<file path="src/hdl/ghsa_pkg.sv">
// shared types and constants for the generational handle slot allocator
// no dependencies; imported by every module of the block
`timescale 1ns / 1ps

package ghsa_pkg;

  localparam int SLOT_COUNT = 256;
  localparam int IDX_W      = $clog2(SLOT_COUNT);
  localparam int CNT_W      = IDX_W + 1;
  localparam int GEN_W      = 8;
  localparam int DATA_W     = 32;

  localparam int CMD_W      = 2;
  localparam int STATUS_W   = 2;
  localparam int HIDX_W     = 8;
  localparam int HGEN_W     = 8;
  localparam int PAY_W      = 32;

  // stream word layouts, fields packed from bit 0 upward
  localparam int IN_FIELDS_W   = CMD_W + HIDX_W + HGEN_W + PAY_W;
  localparam int IN_TDATA_W    = ((IN_FIELDS_W + 7) / 8) * 8;
  localparam int OUT_FIELDS_W  = STATUS_W + HIDX_W + HGEN_W + PAY_W;
  localparam int OUT_TDATA_W   = ((OUT_FIELDS_W + 7) / 8) * 8;

  typedef enum logic [CMD_W-1:0] {
    CMD_INSERT = 2'd0,
    CMD_REMOVE = 2'd1,
    CMD_READ   = 2'd2
  } cmd_t;

  typedef enum logic [STATUS_W-1:0] {
    ST_OK      = 2'd0,
    ST_INVALID = 2'd1,
    ST_FULL    = 2'd2
  } status_t;

  typedef enum logic {
    S_IDLE = 1'b0,
    S_EXEC = 1'b1
  } state_t;

  // one slot memory word
  typedef struct packed {
    logic [DATA_W-1:0] payload;
    logic [GEN_W-1:0]  gen;
    logic              occupied;
  } slot_entry_t;

  // freed slot plus the generation it will carry when handed out again
  typedef struct packed {
    logic [GEN_W-1:0] gen;
    logic [IDX_W-1:0] idx;
  } stack_entry_t;

  typedef struct packed {
    logic             we;
    logic [IDX_W-1:0] addr;
    slot_entry_t      data;
  } slot_wr_t;

  typedef struct packed {
    logic         rd_en;
    logic         push;
    logic         pop;
    stack_entry_t push_data;
  } stack_ctl_t;

  typedef struct packed {
    status_t           status;
    logic [HIDX_W-1:0] handle_index;
    logic [HGEN_W-1:0] handle_generation;
    logic [PAY_W-1:0]  payload_out;
  } result_t;

endpackage

</file>
<file path="src/hdl/ghsa_free_stack.sv">
// lifo of freed slots with its depth counter
// depends on ghsa_pkg; top entry registered on its read enable, ahead of the pop
`timescale 1ns / 1ps

module ghsa_free_stack (
  input  logic                        clk,
  input  logic                        rst_n,
  input  ghsa_pkg::stack_ctl_t        ctl,
  output ghsa_pkg::stack_entry_t      top_data,
  output logic [ghsa_pkg::CNT_W-1:0]  depth
);
  import ghsa_pkg::*;

  stack_entry_t     mem [SLOT_COUNT];
  logic [CNT_W-1:0] depth_r;
  logic [CNT_W-1:0] depth_nxt;
  logic [CNT_W-1:0] top_ptr;

  assign top_ptr = depth_r - CNT_W'(1);
  assign depth   = depth_r;

  always_comb begin
    depth_nxt = depth_r;
    if (ctl.push) begin
      depth_nxt = depth_r + CNT_W'(1);
    end else if (ctl.pop) begin
      depth_nxt = depth_r - CNT_W'(1);
    end
  end

  always_ff @(posedge clk) begin
    if (!rst_n) begin
      depth_r <= '0;
    end else begin
      depth_r <= depth_nxt;
    end
  end

  always_ff @(posedge clk) begin
    if (ctl.push) begin
      mem[depth_r[IDX_W-1:0]] <= ctl.push_data;
    end
  end

  always_ff @(posedge clk) begin
    if (ctl.rd_en) begin
      top_data <= mem[top_ptr[IDX_W-1:0]];
    end
  end

endmodule

</file>
<file path="config.mk">
export PLATFORM = sky130hd
export DESIGN_NAME = ghsa_free_stack
export DESIGN_NICKNAME = d
export VERILOG_FILES = /design/src/hdl/ghsa_pkg.sv /design/src/hdl/ghsa_free_stack.sv
export SDC_FILE = /design/constraint.sdc
export NUM_CORES = 2
export LEC_CHECK = 0
export BUFFER_PORTS_ARGS = -buffer_cell sky130_fd_sc_hd__buf_2
export CAP_MARGIN = 20
export CORE_UTILIZATION = 65
export CTS_BUF_LIST = sky130_fd_sc_hd__clkbuf_4 sky130_fd_sc_hd__clkbuf_8
export DETAILED_ROUTE_END_ITERATION = 10
export PLACE_DENSITY = 0.81
export SYNTH_ARGS = -nofsm -noshare
export SYNTH_HDL_FRONTEND = slang
export SYNTH_SLANG_ARGS = --single-unit
</file>
<file path="constraint.sdc">
create_clock -name clk -period 6.55 [get_ports clk]
set_clock_uncertainty 0.15 [all_clocks]
set_input_delay 0.3275 -clock clk [delete_from_list [all_inputs] [get_ports clk]]
set_output_delay 0.3275 -clock clk [all_outputs]
set_load 0.05 [all_outputs]
</file>
==> run_results.csv <==
group,metric,value,unit
run_status,status,"complete, no violations",
finish,multi_input_area,31000,um^2
drt,drc,0,
timing,period_needed,5.66,ns
timing,drv_slew,0,
drt,wire_per_inst,36.7,um
grt,grt_max_degree,197,
grt,globalRouteOverflowTotal,0,
yosys,synth.distinct_cells,48,
timing,slew-limit-headroom,0.133,
pwr,vdd_drop_max,0.000276,V
critical_path,cp-start-kind,"flip-flop",
timing,timing.fmax,0.177,GHz
timing,setup_slack,0.894,ns
clock_network,cts_buffers,631,
clock_network,cts_max_level,6,
yosys,synth_nets,6846,
critical_path,crit_end,"top_data[4]",
floorplanning,num_rows,179,
critical_path,required,7.21,ns
floorplanning,dieArea,242000,um^2
finish,design_area,175000,um^2
grt,grt_usage,0.342,
clock_network,ctsResizeCount,0,
critical_path,r2r_cells,11,
yosys,synth_ff_type,"edfxtp_1",
drt,via_per_inst,7.19,
yosys,syn_inst,6821,
yosys,ys_seq_elements,4121,
grt,grt_pass1_vias,80782,
grt,grt_pass1_wl,579000,um
place,io_buffers,45,
yosys,syn_avg_cell_area,22.9,um^2
floorplanning,die_w,492,um
finish,finalNonFillerCells,11177,
yosys,synth.area.top_cells,"edfxtp_1, mux4_2, a22oi_1, a21oi_1, clkbuf_1",
critical_path,r2r_slack,0.89,ns
yosys,async_flop_share,0,
yosys,yosysTopAreaCell,"edfxtp_1",
worst_hold_path,min_path_type,"input pin to flip-flop",
clock_network,cts_tree,"done",
finish,drive_above_1_share,0.313,
yosys,ys_warn_count,0,
finish,syn_to_final_growth,11.8,%
drt,drt_first_pass_iters,7,
yosys,synth.most_common_cell,"edfxtp_1",
place,gp_congestion,0.880,
floorplanning,start_util,0.655,
grt,antenna_found_initial,28,
timing,rsz0062_at_grt,"no",
drt,drt_iter0_drc,13589,
clock_network,clock_sinks,4121,
timing,setup_viol,0,
timing,fin_tns_setup,0,ns
pwr,power.leakage,53.8,nW
yosys,seq_area_frac_synth,0.792,
floorplanning,die_y,492,um
critical_path,worstReg2RegStart,"depth[0]",
floorplanning,ioPinCount,46,
critical_path,crit_start,"depth[0]",
timing,fin_crit_sh,0.864,
clock_network,clk_path_buf_depth,4,
critical_path,cp-end-kind,"flip-flop",
drt,ant_nets,0,
critical_path,worstPathMaxFanout,53,
critical_path,crit_type,"flip-flop to flip-flop",
critical_path,arrival,6.32,ns
floorplanning,coreArea,238000,um^2
pwr,power_density,326,nW/um^2
finish,regArea,124000,um^2
yosys,synth_edf_count,4112,
drt,wl,410000,um
place,dp_cells,10020,
clock_network,cts_root_buf,"clkbuf_8",
run,drv_cap,0,
finish,finish.net_count,7546,
clock_network,path_clk_slew,0.07,ns
clock_network,clock_latency,1.08,ns
pwr,total_power,0.0569,W
place,dp_slack,0.909,ns
place,hpwl,231000,um
place,placed_area,162000,um^2
timing,tightestPinTransition,1.30,ns
critical_path,r2r-end,"top_data[4]",
yosys,synth_top_area_frac,0.791,
drt,vias,80380,
finish,fill_cells,12120,
timing,hold_viol,0,
yosys,ys_top_cells_by_count,"edfxtp_1, mux4_2, a22oi_1",
clock_network,post-cts-setup-buffers,0,
yosys,syn_area,156000,um^2
## worst max-delay path: stages, from the launching register on
cell	delay (ns)
dfxtp_4	0.93
inv_1	0.22
ha_4	1.03
buf_12	0.40
buf_4	0.46
mux4_2	0.42
a22oi_1	0.28
a21oi_1	0.29
nor4_1	0.57
buf_2	0.32
buf_4	0.13
nand4_1	0.10
## logic make-up (layout without fill, tap and decap cells)
logic type                 Yosys count  in the layout  share of synthesized area
DFF                               4121           4121                      0.792
muxes                             1026           1026                      0.148
AOI/OAI and AO/OA                  795            795                     0.0345
and+or+nand+nor                    451            451                     0.0134
buffers and inverters              413           1585                     0.0112
xor gates and xnor gates            11             11                   0.000665
adders and majority gates            4              4                   0.000321
other                                0             17                          0
## report_power, final
group / leakage, nW / internal [W] / switching [W]
Combinational: 10.5 / 0.00259 / 0.00459
Clock: 6.21 / 0.0106 / 0.00974
Sequential: 37.0 / 0.0292 / 0.000221
Total: 53.8 / 0.0423 / 0.0146
## area by class of cell
cell class | count | area share
clock inverter | 263 | 0.00800
timing repair buffer | 475 | 0.0238
inverter | 5 | 0.000107
tap | 3167 | 0.0227
clock buffer | 842 | 0.0594
multi-input combinational | 2287 | 0.178
sequential | 4121 | 0.708
antenna | 17 | 0.000244
## what timing repair did
action / in CTS / in global routing
hold endpoints to repair: 1899 / 0
setup endpoints to repair: 0 / 0
hold buffers: 24 / 0
## state kept, by name, indices dropped and copies added (netlist names)
| register | flops |
|---|---|
| depth | 9 |
| mem | 4096 |
| top_data | 16 |
## layout by cell type (no fill, tap or decap), drive strengths merged, types with 2 or more instances in the layout
cell type | Yosys | routed
a21oi | 261 | 261
a22oi | 513 | 513
a32o | 2 | 2
and2 | 10 | 10
and3 | 22 | 22
buf | 149 | 448
bufinv | 0 | 7
clkbuf | 259 | 845
clkinv | 0 | 226
clkinvlp | 0 | 14
dfxtp | 9 | 9
diode | 0 | 17
dlygate4sd3 | 0 | 24
edfxtp | 4112 | 4112
ha | 4 | 4
inv | 5 | 21
mux2i | 2 | 2
mux4 | 1024 | 1024
nand2 | 41 | 41
nand2b | 6 | 6
nand3 | 22 | 22
nand4 | 17 | 17
nor2 | 249 | 249
nor2b | 6 | 6
nor3 | 4 | 4
nor4 | 67 | 67
o21ai | 5 | 5
o22ai | 7 | 7
o31ai | 2 | 2
or3 | 3 | 3
xnor2 | 9 | 9
xor2 | 2 | 2
## worst min-delay path by stage
stage / depth (start not counted) / start / to
after floorplan: 0 / ctl[0] / mem[0][0]
after global placement: 2 / depth[8] / depth[8]
after detailed placement: 2 / depth[8] / depth[8]
after CTS: 2 / ctl[10] / mem[29][10]
after global routing: 2 / ctl[2] / mem[114][2]
final: 2 / ctl[10] / mem[29][10]
## layer usage
layer | wire (um) | global-route usage | vias up
met1 | 133000 | 0.457 | 41091
met5 | 333 | 0 | -
met4 | 26000 | 0.192 | 30
met2 | 193000 | 0.517 | 7136
li1 | - | - | 30847
met3 | 57700 | 0.0953 | 1276
## through the flow
step | utilization | hold slack [ns]
global route | 0.733 | 0.125
global placement | 0.681 | 0.428
CTS | 0.732 | 0.0886
detailed placement | 0.681 | 0.458
finish | 0.733 | 0.150
floorplan | - | 0.276
(Power assumes the default switching activity.)
