`src/hdl/ghsa_pkg.sv`:
```
// shared types and constants for the generational handle slot allocator
// no dependencies; imported by every module of the block
`timescale 1ns / 1ps

package ghsa_pkg;

  localparam int SLOT_COUNT = 256;
  localparam int IDX_W      = $clog2(SLOT_COUNT);
  localparam int CNT_W      = IDX_W + 1;
  localparam int GEN_W      = 8;
  localparam int DATA_W     = 32;

  localparam int CMD_W      = 2;
  localparam int STATUS_W   = 2;
  localparam int HIDX_W     = 8;
  localparam int HGEN_W     = 8;
  localparam int PAY_W      = 32;

  // stream word layouts, fields packed from bit 0 upward
  localparam int IN_FIELDS_W   = CMD_W + HIDX_W + HGEN_W + PAY_W;
  localparam int IN_TDATA_W    = ((IN_FIELDS_W + 7) / 8) * 8;
  localparam int OUT_FIELDS_W  = STATUS_W + HIDX_W + HGEN_W + PAY_W;
  localparam int OUT_TDATA_W   = ((OUT_FIELDS_W + 7) / 8) * 8;

  typedef enum logic [CMD_W-1:0] {
    CMD_INSERT = 2'd0,
    CMD_REMOVE = 2'd1,
    CMD_READ   = 2'd2
  } cmd_t;

  typedef enum logic [STATUS_W-1:0] {
    ST_OK      = 2'd0,
    ST_INVALID = 2'd1,
    ST_FULL    = 2'd2
  } status_t;

  typedef enum logic {
    S_IDLE = 1'b0,
    S_EXEC = 1'b1
  } state_t;

  // one slot memory word
  typedef struct packed {
    logic [DATA_W-1:0] payload;
    logic [GEN_W-1:0]  gen;
    logic              occupied;
  } slot_entry_t;

  // freed slot plus the generation it will carry when handed out again
  typedef struct packed {
    logic [GEN_W-1:0] gen;
    logic [IDX_W-1:0] idx;
  } stack_entry_t;

  typedef struct packed {
    logic             we;
    logic [IDX_W-1:0] addr;
    slot_entry_t      data;
  } slot_wr_t;

  typedef struct packed {
    logic         rd_en;
    logic         push;
    logic         pop;
    stack_entry_t push_data;
  } stack_ctl_t;

  typedef struct packed {
    status_t           status;
    logic [HIDX_W-1:0] handle_index;
    logic [HGEN_W-1:0] handle_generation;
    logic [PAY_W-1:0]  payload_out;
  } result_t;

endpackage

```
`src/hdl/ghsa_ctrl.sv`:
```
// command sequencer: handle check, slot allocation and result register
// depends on ghsa_pkg; drives the slot memory and the free stack
`timescale 1ns / 1ps

module ghsa_ctrl (
  input  logic                         clk,
  input  logic                         rst_n,
  input  logic                         in_valid,
  output logic                         in_ready,
  input  logic [ghsa_pkg::CMD_W-1:0]   in_cmd,
  input  logic [ghsa_pkg::HIDX_W-1:0]  in_idx,
  input  logic [ghsa_pkg::HGEN_W-1:0]  in_gen,
  input  logic [ghsa_pkg::PAY_W-1:0]   in_payload,
  output logic                         out_valid,
  input  logic                         out_ready,
  output ghsa_pkg::result_t            result,
  output logic                         slot_rd_en,
  output logic [ghsa_pkg::IDX_W-1:0]   slot_rd_addr,
  input  ghsa_pkg::slot_entry_t        slot_rd,
  output ghsa_pkg::slot_wr_t           slot_wr,
  output ghsa_pkg::stack_ctl_t         stack_ctl,
  input  ghsa_pkg::stack_entry_t       stack_top,
  input  logic [ghsa_pkg::CNT_W-1:0]   stack_depth
);
  import ghsa_pkg::*;

  state_t            state_r, state_nxt;
  logic [CMD_W-1:0]  cmd_r;
  logic [IDX_W-1:0]  idx_r;
  logic [GEN_W-1:0]  gen_r;
  logic [DATA_W-1:0] pay_r;
  logic [CNT_W-1:0]  used_r, used_nxt;
  logic              out_valid_r, out_valid_nxt;
  result_t           result_r, result_nxt;
  logic              accept;
  logic              fire;
  logic              handle_ok;
  logic [GEN_W-1:0]  gen_inc;

  // fsm transitions
  always_comb begin
    state_nxt = state_r;
    case (state_r)
      S_IDLE: begin
        if (accept) state_nxt = S_EXEC;
      end
      S_EXEC: begin
        if (fire) state_nxt = S_IDLE;
      end
      default: state_nxt = S_IDLE;
    endcase
  end

  // fsm outputs
  always_comb begin
    in_ready = (state_r == S_IDLE);
    accept   = in_ready && in_valid;
    fire     = (state_r == S_EXEC) && (!out_valid_r || out_ready);
  end

  assign slot_rd_en   = accept;
  assign slot_rd_addr = in_idx[IDX_W-1:0];

  assign handle_ok = ({1'b0, idx_r} < used_r) && (slot_rd.gen == gen_r) &&
                     slot_rd.occupied;
  assign gen_inc   = slot_rd.gen + GEN_W'(1);

  always_comb begin
    result_nxt         = result_r;
    used_nxt           = used_r;
    slot_wr            = '0;
    stack_ctl          = '0;
    stack_ctl.rd_en    = accept;
    if (fire) begin
      result_nxt        = '0;
      result_nxt.status = ST_INVALID;
      case (cmd_r)
        CMD_INSERT: begin
          if (stack_depth != '0) begin
            stack_ctl.pop                = 1'b1;
            slot_wr.we                   = 1'b1;
            slot_wr.addr                 = stack_top.idx;
            slot_wr.data.gen             = stack_top.gen;
            result_nxt.status            = ST_OK;
            result_nxt.handle_index      = HIDX_W'(stack_top.idx);
            result_nxt.handle_generation = HGEN_W'(stack_top.gen);
          end else if (used_r < CNT_W'(SLOT_COUNT)) begin
            // never-used slot starts at generation zero
            used_nxt                     = used_r + CNT_W'(1);
            slot_wr.we                   = 1'b1;
            slot_wr.addr                 = used_r[IDX_W-1:0];
            slot_wr.data.gen             = '0;
            result_nxt.status            = ST_OK;
            result_nxt.handle_index      = HIDX_W'(used_r[IDX_W-1:0]);
          end else begin
            result_nxt.status = ST_FULL;
          end
          slot_wr.data.payload  = pay_r;
          slot_wr.data.occupied = 1'b1;
        end
        CMD_REMOVE: begin
          if (handle_ok && stack_depth < CNT_W'(SLOT_COUNT)) begin
            slot_wr.we            = 1'b1;
            slot_wr.addr          = idx_r;
            slot_wr.data.payload  = slot_rd.payload;
            slot_wr.data.gen      = gen_inc;
            slot_wr.data.occupied = 1'b0;
            stack_ctl.push        = 1'b1;
            stack_ctl.push_data   = '{gen: gen_inc, idx: idx_r};
            result_nxt.status     = ST_OK;
          end
        end
        CMD_READ: begin
          if (handle_ok) begin
            result_nxt.status      = ST_OK;
            result_nxt.payload_out = PAY_W'(slot_rd.payload);
          end
        end
        default: result_nxt.status = ST_INVALID;
      endcase
    end
  end

  assign out_valid_nxt = fire || (out_valid_r && !out_ready);

  always_ff @(posedge clk) begin
    if (!rst_n) begin
      state_r     <= S_IDLE;
      used_r      <= '0;
      out_valid_r <= 1'b0;
    end else begin
      state_r     <= state_nxt;
      used_r      <= used_nxt;
      out_valid_r <= out_valid_nxt;
    end
  end

  always_ff @(posedge clk) begin
    result_r <= result_nxt;
    if (accept) begin
      cmd_r <= in_cmd;
      idx_r <= in_idx[IDX_W-1:0];
      gen_r <= GEN_W'(in_gen);
      pay_r <= DATA_W'(in_payload);
    end
  end

  assign out_valid = out_valid_r;
  assign result    = result_r;

endmodule

```
`config.mk`:
```
export PLATFORM = sky130hd
export DESIGN_NAME = ghsa_ctrl
export DESIGN_NICKNAME = d
export VERILOG_FILES = /design/src/hdl/ghsa_pkg.sv /design/src/hdl/ghsa_ctrl.sv
export SDC_FILE = /design/constraint.sdc
export NUM_CORES = 1
export LEC_CHECK = 0
export BUFFER_PORTS_ARGS = -buffer_cell sky130_fd_sc_hd__buf_2
export CAP_MARGIN = 20
export CORE_UTILIZATION = 46
export DETAILED_ROUTE_END_ITERATION = 10
export PLACE_DENSITY = 0.8
export SYNTH_ARGS = -nofsm -noshare
export SYNTH_HDL_FRONTEND = slang
export SYNTH_SLANG_ARGS = --single-unit
```
`constraint.sdc`:
```
create_clock -name clk -period 4 [get_ports clk]
set_clock_uncertainty 0.1 [all_clocks]
set_input_delay 0.2 -clock clk [delete_from_list [all_inputs] [get_ports clk]]
set_output_delay 0.2 -clock clk [all_outputs]
set_load 0.01 [all_outputs]
```
==> results of run 1 <==
cells by family after synthesis:
kind of cell	share of synthesized area, %
multiplexers	0.1945
XOR/XNOR	3.574
flip-flops	62.63
AO/OA/AOI/OAI	10.75
AND/OR/NAND/NOR	15.95
buffers and inverters	4.717
adder cells (fa/ha/maj)	2.188
what timing repair did:
item                       4_1_cts  5_1_grt
setup endpoints to repair        0        0
resized for setup                0        0
hold endpoints to repair        51        0
hold buffers                    51        0
power groups by stage:
| stage | logic [mW] | clock network [mW] | registers, mW |
|---|---|---|---|
| after floorplan | 0.101 | 0 | 1.39 |
| after CTS | 0.285 | 0.641 | 1.36 |
| final | 0.288 | 0.639 | 1.36 |
| after detailed placement | 0.245 | 0 | 1.38 |
| after global placement | 0.239 | 0 | 1.38 |
| after global routing | 0.311 | 0.684 | 1.36 |
per-layer routing:
layer  wire length (um)  global-route usage (%)  up-vias  part of all wire, %
met2               7760                   45.24      207                   51
met3                935                   3.329       33                  6.2
met1               6121                   33.03     2084                   40
li1                   -                       -     2016                    -
met5                  0                       0        -                    0
met4                386                   11.35        0                  2.5
final timing paths:
check	from	to
worst max-delay path	used_r[8]	slot_wr[3]
worst min-delay path	stack_top[13]	result[37]
worst max register to register	used_r[8]	result[8]
worst min register to register	used_r[6]	used_r[8]
per-stage QoR:
stage / setup slack, ns / cells
2_1_floorplan: 0.5739 / 389
4_1_cts: 0.6120 / 821
6_report: 0.6009 / 821
3_5_place_dp: 1.061 / 754
3_3_place_gp: 1.143 / 754
5_1_grt: 0.3675 / 821
registers in the layout, summed over array words and instances (netlist names):
signal,count
idx_r,8
used_r,9
state_r,1
out_valid,1
result,50
gen_r,8
pay_r,32
cmd_r,2
cell usage after synthesis, types with 5 or more instances:
cell                       count  area [um2]
sky130_fd_sc_hd__nand2_1       9       33.78
sky130_fd_sc_hd__buf_4        10       75.07
sky130_fd_sc_hd__inv_1        21       78.83
sky130_fd_sc_hd__nand3_1      12       60.06
sky130_fd_sc_hd__buf_2         5       25.02
sky130_fd_sc_hd__nor2b_1       5       31.28
sky130_fd_sc_hd__ha_1          9       112.6
sky130_fd_sc_hd__and2_1       51       319.1
sky130_fd_sc_hd__xor2_1        5       43.79
sky130_fd_sc_hd__edfxtp_1    100        3003
sky130_fd_sc_hd__o21ai_0       5       25.02
sky130_fd_sc_hd__nor4_2        5       62.56
sky130_fd_sc_hd__nor3_1       16       80.08
sky130_fd_sc_hd__a22o_1       49       429.2
sky130_fd_sc_hd__clkbuf_1     14       52.55
sky130_fd_sc_hd__xnor2_1      16       140.1
sky130_fd_sc_hd__dfxtp_1      11       220.2
final cells by class:
type	instances	area [um2]	area share [%]
flip-flops and latches	111	3223	45.07
repair buffers	306	1802	25.19
multi-input cells	227	1694	23.69
well taps	140	175.2	2.449
clock buffers	9	123.9	1.732
inverters	21	78.83	1.102
clock inverters	7	55.05	0.7698
critical path: stages (launching register included):
cell and delay [ns]:
sky130_fd_sc_hd__dfxtp_1 0.76, sky130_fd_sc_hd__inv_1 0.18, sky130_fd_sc_hd__and4_1 0.22, sky130_fd_sc_hd__o21ai_1 0.27
sky130_fd_sc_hd__nand3_1 0.61, sky130_fd_sc_hd__o31ai_1 0.48, sky130_fd_sc_hd__buf_2 0.20
==> results.sh, run 1 <==
export IMPL_status="complete, no violations"
export IMPL_routedWlPerCell_um=18.52
export IMPL_layout_area_overhead_vs_synth_pct=38.97
export IMPL_final_util_pct=65.69
export IMPL_fin_crit_sh_pct=84.98
export IMPL_global_route_overflow_total=0
export IMPL_antennaDiodeCount=0
export IMPL_gpl_final_weighted_congestion=0.9001
export IMPL_max_slew_margin_rel_pct=30.54
export IMPL_via_total_after_detailed_routing=4340
export IMPL_max_cap_viol_count=0
export IMPL_cell_count_of_the_worst_reg_to_reg_path=5
export IMPL_max_freq_ghz=0.2942
export IMPL_design_portCount=250
export IMPL_report_final_setup_viol=0
export IMPL_detail_route_first_pass_iterations=4
export IMPL_route_final_wire_length_mm=15.20
export IMPL_cp_start_kind="flop"
export IMPL_slew_viol_final=0
export IMPL_synth_async_sr_flop_share_pct=0
export IMPL_placementRows=38
export IMPL_ys_ff_latch=111
export IMPL_hold_path_cell_count=2
export IMPL_start_util_pct=47.27
export IMPL_cts_tree="done"
export IMPL_finalHoldWorstSlack_ns=0.01740
export IMPL_power_share_clock_pct=28.0
export IMPL_fin_tns_setup_ns=0
export IMPL_timing_hold_worst_class="in -> reg"
export IMPL_p_comb_share_pct=12.6
export IMPL_layout_commonest_cell="sky130_fd_sc_hd__buf_2"
export IMPL_finish_instance_area_um2=7152
export IMPL_layout_cells_most_common_list="249 x sky130_fd_sc_hd__buf_2, 100 x sky130_fd_sc_hd__edfxtp_1, 51 x sky130_fd_sc_hd__dlygate4sd3_1, 50 x sky130_fd_sc_hd__and2_1, 49 x sky130_fd_sc_hd__a22o_1"
export IMPL_antenna_violations_before_repair=0
export IMPL_cts_repair_timing_setup_buffer_count=0
export IMPL_p_int_mw=1.700
export IMPL_cp_required_ns=3.70
export IMPL_sw_frac_of_total_pct=25.63
export IMPL_max_clock_path_buffers=2
export IMPL_synthFlopType="sky130_fd_sc_hd__edfxtp_1"
export IMPL_fp_dieArea_um2=11610
export IMPL_clkSinkCount=111
export IMPL_h_tree_depth=3
export IMPL_grt_first_pass_wirelength_mm=22.70
export IMPL_worst_path_max_fanout=18
export IMPL_die_x_um=107.8
export IMPL_maximum_number_of_pins_on_one_net_before_global_route_repair=39
export IMPL_vdd_drop_max_uv=228.4
export IMPL_layout_drive_gt1_share_pct=41.56
export IMPL_gr_usage_all_layers_pct=26.25
export IMPL_floorplan_die_height_um=107.8
export IMPL_seqPwrFrac_pct=59.4
export IMPL_postSynthCellCount=389
export IMPL_clkTransAtPathRegs_ns=0.11
export IMPL_synthesis_area_per_instance_um2=13.23
export IMPL_cts_buffers_inserted=9
export IMPL_portBuffers=249
export IMPL_pwr_dens_nw_per_um2=319.6
export IMPL_drt_drc_violations_left=0
export IMPL_synth_cell_types=44
export IMPL_report_power_total_mw=2.286
export IMPL_power_switching_mw=0.5859
export IMPL_postPlaceCellArea_um2=6462
export IMPL_leakage_power_figure_nw=3.131
export IMPL_crit_type="reg -> out"
export IMPL_nets=805
export IMPL_worst_r2r_setup_slack_ns=1.20
export IMPL_yosysWarningCount=0
export IMPL_critPathCaptureType="primary output"
export IMPL_final_antenna_net_count=0
export IMPL_netlist_area_um2=5146
export IMPL_clock_latency_at_the_later_pin_of_the_worst_skew_pair_ns=0.38
export IMPL_dp_hpwl_mm=10.78
export IMPL_library_cell_used_as_clock_root_buffer="sky130_fd_sc_hd__clkbuf_8"
export IMPL_postSynthNetCount=518
export IMPL_period_minus_slack_ns=3.399
export IMPL_core_area_um2=10890
export IMPL_synth_sequential_area_ratio_pct=62.63
export IMPL_drt_iter0_markers=253
export IMPL_tightest_slew_ns=1.040
export IMPL_synth_enable_flop_cells=100
export IMPL_grt_pass1_vias=4324
export IMPL_timing_critical_path_arrival_ns=3.10
export IMPL_fillerInstances=797
export IMPL_report_final_hold_viol_count=0
export IMPL_vias_per_cell=5.286
export IMPL_grt_setup_unrepaired="false"
Power figures use the tool's default switching activity.
==> run 2: changes to the inputs <==
Settings changed: CORE_UTILIZATION 46 to 42, PLACE_DENSITY 0.8 to 0.77.
Clock period 4 ns to 3.1 ns, I/O delays scaled along.
==> run 2 against run 1 <==
Against the previous run:
- utilization shrank 2.8 points
- largest power group unchanged
- flip-flop and latch count unchanged
- sequential share of layout area is 2.2 points lower
- critical path depth is 1 higher
- clock power is 80% higher
- sequential power rose by 29%
- setup slack worse by 0.42 ns
- wire length grew 0.41%
- hold slack worse by 0.011 ns
- combinational power increased by 39%
- total power is 44% higher
==> results.sh, run 2 (synthesized netlist as in run 1, its figures left out) <==
export IMPL_finish_instance_area_um2=7522
export IMPL_critPathCaptureType="primary output"
export IMPL_die_x_um=112.7
export IMPL_max_freq_ghz=0.3426
export IMPL_report_final_hold_viol_count=0
export IMPL_portBuffers=249
export IMPL_clock_latency_at_the_later_pin_of_the_worst_skew_pair_ns=0.35
export IMPL_power_switching_mw=0.7594
export IMPL_core_area_um2=11960
export IMPL_postPlaceCellArea_um2=6555
export IMPL_max_slew_margin_rel_pct=47.03
export IMPL_pwr_dens_nw_per_um2=438.7
export IMPL_max_clock_path_buffers=2
export IMPL_worstPathCellList="inv_1 > and4_1 > o21ai_1 > and4b_2 > buf_12 > a22o_1 > buf_2"
export IMPL_layout_commonest_cell="sky130_fd_sc_hd__buf_2"
export IMPL_seqPwrFrac_pct=53.0
export IMPL_layout_area_overhead_vs_synth_pct=46.17
export IMPL_p_comb_share_pct=12.1
export IMPL_fillerInstances=924
export IMPL_maximum_number_of_pins_on_one_net_before_global_route_repair=34
export IMPL_sequential_cell_area_um2=3223
export IMPL_detail_route_first_pass_iterations=4
export IMPL_dp_hpwl_mm=11.03
export IMPL_library_cell_used_as_clock_root_buffer="sky130_fd_sc_hd__clkbuf_16"
export IMPL_fin_tns_setup_ns=0
export IMPL_cts_tree="done"
export IMPL_layout_cells_most_common_list="249 x sky130_fd_sc_hd__buf_2, 100 x sky130_fd_sc_hd__edfxtp_1, 64 x sky130_fd_sc_hd__dlygate4sd3_1, 50 x sky130_fd_sc_hd__and2_1, 49 x sky130_fd_sc_hd__a22o_1"
export IMPL_status="complete, no violations"
export IMPL_timing_hold_worst_class="in -> reg"
export IMPL_grt_pass1_vias=4288
export IMPL_h_tree_depth=3
export IMPL_drt_iter0_markers=232
export IMPL_cell_count_of_the_worst_reg_to_reg_path=7
export IMPL_leakage_power_figure_nw=3.284
export IMPL_dp_slack_ns=0.3170
export IMPL_drt_drc_violations_left=0
export IMPL_floorplan_die_height_um=112.7
export IMPL_max_cap_viol_count=0
export IMPL_fp_dieArea_um2=12700
export IMPL_global_route_overflow_total=0
export IMPL_vias_per_cell=5.139
export IMPL_antenna_violations_before_repair=0
export IMPL_crit_type="reg -> out"
export IMPL_worst_path_max_fanout=33
export IMPL_period_minus_slack_ns=2.919
export IMPL_layout_drive_gt1_share_pct=42.08
export IMPL_max_stage_delay_ns=0.75
export IMPL_gr_usage_all_layers_pct=23.47
export IMPL_final_util_pct=62.89
export IMPL_hold_path_cell_count=2
export IMPL_route_final_wire_length_mm=15.27
export IMPL_timing_critical_path_arrival_ns=2.66
export IMPL_vdd_drop_max_uv=375.3
export IMPL_largest_register_ff_count=50
export IMPL_grt_first_pass_wirelength_mm=22.24
export IMPL_crit_slowest_cell="sky130_fd_sc_hd__dfxtp_1"
export IMPL_cp_start_kind="flop"
export IMPL_gpl_final_weighted_congestion=0.8698
export IMPL_nets=825
export IMPL_via_total_after_detailed_routing=4358
export IMPL_routedWlPerCell_um=18.00
export IMPL_slew_viol_final=0
export IMPL_cp_required_ns=2.84
export IMPL_post_route_worst_setup_slack_ns=0.1813
export IMPL_p_int_mw=2.541
export IMPL_clkTransAtPathRegs_ns=0.07
export IMPL_cts_buffers_inserted=9
export IMPL_report_power_total_mw=3.300
export IMPL_start_util_pct=43.02
export IMPL_report_final_setup_viol=0
export IMPL_clkSinkCount=111
export IMPL_placementRows=40
export IMPL_multi_input_gate_area_um2=1719
export IMPL_antennaDiodeCount=0
export IMPL_final_antenna_net_count=0
export IMPL_tightest_slew_ns=0.7929
export IMPL_design_portCount=250
export IMPL_sw_frac_of_total_pct=23.01
export IMPL_fin_crit_sh_pct=94.15
export IMPL_power_share_clock_pct=34.9
[run 2: worst paths after layout]
| check | startpoint | to | slack [ns] |
|---|---|---|---|
| worst max-delay path | used_r[8] | slot_wr[27] | 0.18 |
| worst min-delay path | slot_rd[33] | result[24] | 0.007 |
| worst max register to register | idx_r[6] | result[8] | 0.70 |
| worst min register to register | used_r[6] | used_r[8] | 0.48 |
[run 2: timing repair]
action / 4_1_cts / 5_1_grt
setup endpoints to repair: 35 / 49
hold endpoints to repair: 64 / 0
gates cloned: 0 / 0
setup buffers: 1 / 0
pin swaps: 1 / 4
hold buffers: 64 / 0
gates resized for setup: 2 / 6
[run 2: layout make-up]
type	count	area share [%]
inverter	21	1.048
tap	147	2.445
multi-input combinational	227	22.85
clock buffer	10	3.044
clock inverter	6	0.8816
timing repair buffer	326	26.88
sequential	111	42.85
[run 2: through the flow]
stage               cells  hold WS, ns
finish                848     0.006694
global route          848     0.002165
detailed placement    767       0.2331
floorplan             389       0.1539
global placement      767       0.2316
CTS                   848    0.0005864
[run 2: per-layer routing]
layer	part of all wire [%]	vias up	GRT usage (%)
li1	-	2059	-
met1	41	2060	28.62
met2	49	211	39.34
met3	7.0	28	6.588
met4	2.8	0	9.511
met5	0	-	0
[run 2: worst max-delay path: cells and delay by family (launching register included)]
family                 cells  cell delay, ns
DFF                        1            0.75
buffers and inverters      3            0.53
AOI/OAI and AO/OA          2            0.44
and+or+nand+nor            2            0.58
[run 2: power by group through the flow]
| stage | Clock, mW | Sequential [mW] | Combinational, mW |
|---|---|---|---|
| 3_5_place_dp | 0 | 1.78 | 0.330 |
| 3_3_place_gp | 0 | 1.78 | 0.320 |
| 4_1_cts | 1.18 | 1.75 | 0.394 |
| 2_1_floorplan | 0 | 1.79 | 0.130 |
| 6_report | 1.15 | 1.75 | 0.399 |
| 5_1_grt | 1.23 | 1.75 | 0.429 |
